File: config.mk
export PLATFORM = sky130hd
export DESIGN_NAME = dat_ctrl
export DESIGN_NICKNAME = d
export VERILOG_FILES = /design/src/hw/rtl/dat_pkg.sv /design/src/hw/rtl/dat_ctrl.sv
export SDC_FILE = /design/constraint.sdc
export NUM_CORES = 1
export LEC_CHECK = 0
export ABC_AREA = 1
export BUFFER_PORTS_ARGS = -buffer_cell sky130_fd_sc_hd__buf_2
export CAP_MARGIN = 40
export CORE_UTILIZATION = 38
export DETAILED_ROUTE_END_ITERATION = 12
export PLACE_DENSITY = 0.71
export SLEW_MARGIN = 30
export SYNTH_ARGS = -nofsm -noshare
export SYNTH_HDL_FRONTEND = slang
export SYNTH_SLANG_ARGS = --single-unit
export TNS_END_PERCENT = 50
File: constraint.sdc
create_clock -name clk -period 0.9 [get_ports clk]
set_input_delay 0 -clock clk [delete_from_list [all_inputs] [get_ports clk]]
set_output_delay 0 -clock clk [all_outputs]
set_load 0.03 [all_outputs]
File: src/hw/rtl/dat_pkg.sv
package dat_pkg;

  // Field widths of the item and result words
  localparam int unsigned CMD_W    = 2;
  localparam int unsigned POS_W    = 8;
  localparam int unsigned VALUE_W  = 32;
  localparam int unsigned RDATA_W  = 32;
  localparam int unsigned COUNT_W  = 9;
  localparam int unsigned STATUS_W = 2;

  typedef enum logic [CMD_W-1:0] {
    CMD_PUSH   = 2'd0,
    CMD_POP    = 2'd1,
    CMD_DELETE = 2'd2,
    CMD_READ   = 2'd3
  } cmd_t;

  typedef enum logic [STATUS_W-1:0] {
    ST_OK    = 2'd0,
    ST_EMPTY = 2'd1,
    ST_RANGE = 2'd2,
    ST_FULL  = 2'd3
  } status_t;

  // Controller to datapath commands
  typedef struct packed {
    logic    capture;
    logic    push_wr;
    logic    cnt_inc;
    logic    cnt_dec;
    logic    rd_pos;
    logic    rd_idx;
    logic    shift_wr;
    logic    idx_load;
    logic    idx_inc;
    logic    out_load;
    logic    out_rdata;
    status_t out_status;
  } dat_ctl_t;

  // Datapath to controller status
  typedef struct packed {
    cmd_t cmd;
    logic empty;
    logic full;
    logic pos_oob;
    logic pos_last;
    logic idx_last;
  } dat_sts_t;

endpackage

File: src/hw/rtl/dat_ctrl.sv
module dat_ctrl
  import dat_pkg::*;
(
  input  logic     clk,
  input  logic     rst_n,
  input  logic     in_valid,
  output logic     in_stall,
  output logic     out_valid,
  input  logic     out_stall,
  input  dat_sts_t sts,
  output dat_ctl_t ctl
);

  typedef enum logic [2:0] {
    S_IDLE,
    S_EXEC,
    S_SH_RD,
    S_SH_WR,
    S_DONE
  } state_t;

  state_t  state_r, state_nxt;
  logic    out_valid_r, out_valid_nxt;
  status_t status_r, status_nxt;
  logic    rdsel_r, rdsel_nxt;

  assign out_valid = out_valid_r;
  assign in_stall  = (state_r != S_IDLE);

  // Sequence one command at a time
  always_comb begin
    ctl            = '0;
    ctl.out_status = status_r;
    ctl.out_rdata  = rdsel_r;
    state_nxt      = state_r;
    status_nxt     = status_r;
    rdsel_nxt      = rdsel_r;
    out_valid_nxt  = out_valid_r & out_stall;

    case (state_r)
      S_IDLE: begin
        if (in_valid) begin
          ctl.capture = 1'b1;
          state_nxt   = S_EXEC;
        end
      end
      S_EXEC: begin
        status_nxt = ST_OK;
        rdsel_nxt  = 1'b0;
        state_nxt  = S_DONE;
        case (sts.cmd)
          CMD_PUSH: begin
            if (sts.full) begin
              status_nxt = ST_FULL;
            end else begin
              ctl.push_wr = 1'b1;
              ctl.cnt_inc = 1'b1;
            end
          end
          CMD_POP: begin
            if (sts.empty) begin
              status_nxt = ST_EMPTY;
            end else begin
              ctl.cnt_dec = 1'b1;
            end
          end
          CMD_DELETE: begin
            if (sts.pos_oob) begin
              status_nxt = ST_RANGE;
            end else if (sts.pos_last) begin
              ctl.cnt_dec = 1'b1;
            end else begin
              ctl.idx_load = 1'b1;
              state_nxt    = S_SH_RD;
            end
          end
          CMD_READ: begin
            if (sts.pos_oob) begin
              status_nxt = ST_RANGE;
            end else begin
              ctl.rd_pos = 1'b1;
              rdsel_nxt  = 1'b1;
            end
          end
          default: begin
            status_nxt = ST_OK;
          end
        endcase
      end
      S_SH_RD: begin
        ctl.rd_idx = 1'b1;
        state_nxt  = S_SH_WR;
      end
      S_SH_WR: begin
        // move entry idx down to idx-1
        ctl.shift_wr = 1'b1;
        ctl.idx_inc  = 1'b1;
        if (sts.idx_last) begin
          ctl.cnt_dec = 1'b1;
          state_nxt   = S_DONE;
        end else begin
          state_nxt = S_SH_RD;
        end
      end
      S_DONE: begin
        if (!out_valid_r || !out_stall) begin
          ctl.out_load  = 1'b1;
          out_valid_nxt = 1'b1;
          state_nxt     = S_IDLE;
        end
      end
      default: begin
        state_nxt = S_IDLE;
      end
    endcase
  end

  always_ff @(posedge clk) begin
    if (!rst_n) begin
      state_r     <= S_IDLE;
      out_valid_r <= 1'b0;
      status_r    <= ST_OK;
      rdsel_r     <= 1'b0;
    end else begin
      state_r     <= state_nxt;
      out_valid_r <= out_valid_nxt;
      status_r    <= status_nxt;
      rdsel_r     <= rdsel_nxt;
    end
  end

endmodule

==> qor.yml <==
clock_tree:
  clk_pin_slew_ps: 50
  clk_latency_ps: 250
  numCtsBuffers: 3
  clk_path_buf_depth: 2
  root_buffer: "clkbuf_4"
  htree_levels: 1
  clkSinkCount: 7
  cts_tree: "yes"
finish:
  multiInputGateArea_sq_um: 334
  n_fill_cell: 100
  area_growth_pct: 63.1
  antenna_cells: 0
  seqCellArea_sq_um: 146
  post-route-util: 0.709
  layout-drive-gt1-share: 0.500
  layout.nets: 131
floorplan:
  core_area_sq_um: 1170
  fp.dieArea_sq_um: 1490
  ioPinCount: 26
  die_h_um: 38.6
  fp.dieW_um: 38.6
  start_util: 0.435
  rows: 12
sta:
  slew_viol_final: 0
  period_needed_ps: 1200
  clock_skew_ps: 2.48
  setup_viol: 17
  rsz0062_at_grt: "true"
  relSlewSlack: 0.871
  tns_ps: -3070
  fin_ws_ps: -297
  report.final.hold_viol_count: 0
  period_share: 1.33
  timing.fmax_ghz: 0.836
  worst_slew_pin_slew_ps: 192
synth:
  seq_area_frac_synth: 0.275
  synthCells: 77
  synth.area.top_cells: "dfxtp_1, ha_1, nor2_1, nand2_1, inv_1"
  yosysWarnings: 0
  synth_area_per_cell_sq_um: 6.61
  synth_top_cell_area_share: 0.275
  ys_ff_latch: 7
  syn_area_sq_um: 509
  synth_area_leader_cell: "dfxtp_1"
  yosys.cell_types.count: 17
  synth_nets: 93
status:
  violations: "negative setup slack"
  status: "complete, but fails checks"
setup_path:
  crit_start: "state_r[2]"
  cp-endpoint: "ctl[10]"
  crit_arrival_ps: 1200
  critPathCaptureType: "primary output"
  r2r_end: "rdsel_r"
  startpoint_type: "register"
  r2r-start: "state_r[2]"
  worstPathMaxFanout: 5
  r2r_slack_ps: -170
  crit_type: "register to primary output"
  required_ps: 900
  r2r_cells: 6
route:
  wirelength_um: 1440
  drt_iter0_markers: 9
  wire_per_inst_um: 11.3
  first_pass_iters: 3
  drc_errors: 0
  drt-vias-per-instance: 4.73
  vias: 606
  ant_nets: 0
placement:
  dp_hpwl_um: 1100
  io_buffers: 25
  finalWeightedCongestion: 0.880
global_routing:
  antenna_found_initial: 0
  grt_pass1_vias: 552
  overflow: 0
  grt_pass1_wl_um: 2330
  grt_max_degree: 8
  grt_use_total: 0.233
hold_path:
  holdCritPathClass: "input pin to register"
run:
  cap_violations: 0
pwr:
  power_mw: 0.893
  vdd_drop_max_uv: 742
  p_leak_nw: 0.460
  powerDensity_nw_per_um2: 1080
-- worst max-delay path: stages (launching register included) --
cell     delay (ps)
dfxtp_2         330
inv_2            70
nand2_2          70
nor2_4          160
nand2_2          80
nor2_4          100
buf_6           140
-- per-stage QoR --
| stage | worst slack [ps] | hold slack [ps] | instance area (sq um) | std cells |
|---|---|---|---|---|
| 2_1_floorplan | -190 | 40.1 | 542 | 77 |
| 3_3_place_gp | -76.9 | 225 | 718 | 121 |
| 3_5_place_dp | -106 | 229 | 718 | 121 |
| 4_1_cts | -303 | 37.2 | 806 | 127 |
| 5_1_grt | -356 | 43.3 | 831 | 128 |
| 6_report | -297 | 41.8 | 831 | 128 |
-- how the worst min path moves through the flow --
stage	startpoint	slack, ps	cells after the start	endpoint
after CTS	out_stall	40	3	out_valid
after global routing	out_stall	40	3	out_valid
after floorplan	sts[3]	40	1	ctl[10]
after detailed placement	rst_n	230	3	state_r[2]
final	out_stall	40	3	out_valid
after global placement	rst_n	230	3	state_r[2]
-- repair_timing --
| item | 4_1_cts | 5_1_grt |
|---|---|---|
| resized for setup | 14 | 8 |
| hold endpoints to repair | 1 | 0 |
| buffers inserted | 1 | 1 |
| hold buffers | 1 | 0 |
| pin swaps | 6 | 2 |
| endpoints found under the setup margin | 16 | 18 |
-- where the power goes --
group	switching, mW	internal [mW]	leakage, nW	total, mW
combinational	0.164	0.112	0.386	0.276
clock	0.110	0.169	0.0150	0.279
sequential	0.0127	0.326	0.0587	0.339
total	0.287	0.607	0.460	0.893
-- layer usage --
layer,wire (um),GRT usage,vias up
met3,64,0.0405,2
met1,611,0.268,272
met2,754,0.392,19
li1,-,-,313
met4,11,0.147,0
met5,0,0,-
-- layout make-up --
cell class / instances / area share
clock buffers: 4 / 0.0316
inverters: 14 / 0.0633
multi-input cells: 53 / 0.402
flip-flops and latches: 7 / 0.176
well taps: 14 / 0.0211
repair buffers: 36 / 0.306
-- synthesized netlist by cell type, drive strengths merged --
cell    instances
nand2          15
nor2           17
buf             3
nand3           7
nand4           2
inv            14
o211ai          1
o21ai           4
ha              5
dfxtp           7
a21oi           2
-- registers in the layout, summed over array words and instances (netlist names) --
register / count
out_valid: 1
status_r: 2
state_r: 3
rdsel_r: 1
-- logic make-up after synthesis --
| kind of cell | after synthesis | synth area share |
|---|---|---|
| and+or+nand+nor | 41 | 0.373 |
| adders and majority gates | 5 | 0.123 |
| AOI/OAI and AO/OA | 7 | 0.0811 |
| DFF | 7 | 0.275 |
| buffers and inverters | 17 | 0.147 |
-- cells in the final DEF (no fill, tap or decap) --
cell type and n:
clkbuf_1 1, o211ai_1 1, buf_2 15, nand2_1 13, buf_6 5, nor2_4 4, buf_4 11, nor2_1 9
dfxtp_4 1, nand3_2 1, dlygate4sd3_1 1, a21oi_1 1, ha_1 5, nand2_2 2, dfxtp_2 2, nand3_4 1
nor2_2 4, o21ai_0 3, inv_2 3, dfxtp_1 4, nand4_1 2, o21ai_1 1, clkbuf_4 7, nand3_1 5
inv_1 11, a21oi_2 1
(Power assumes the default switching activity.)
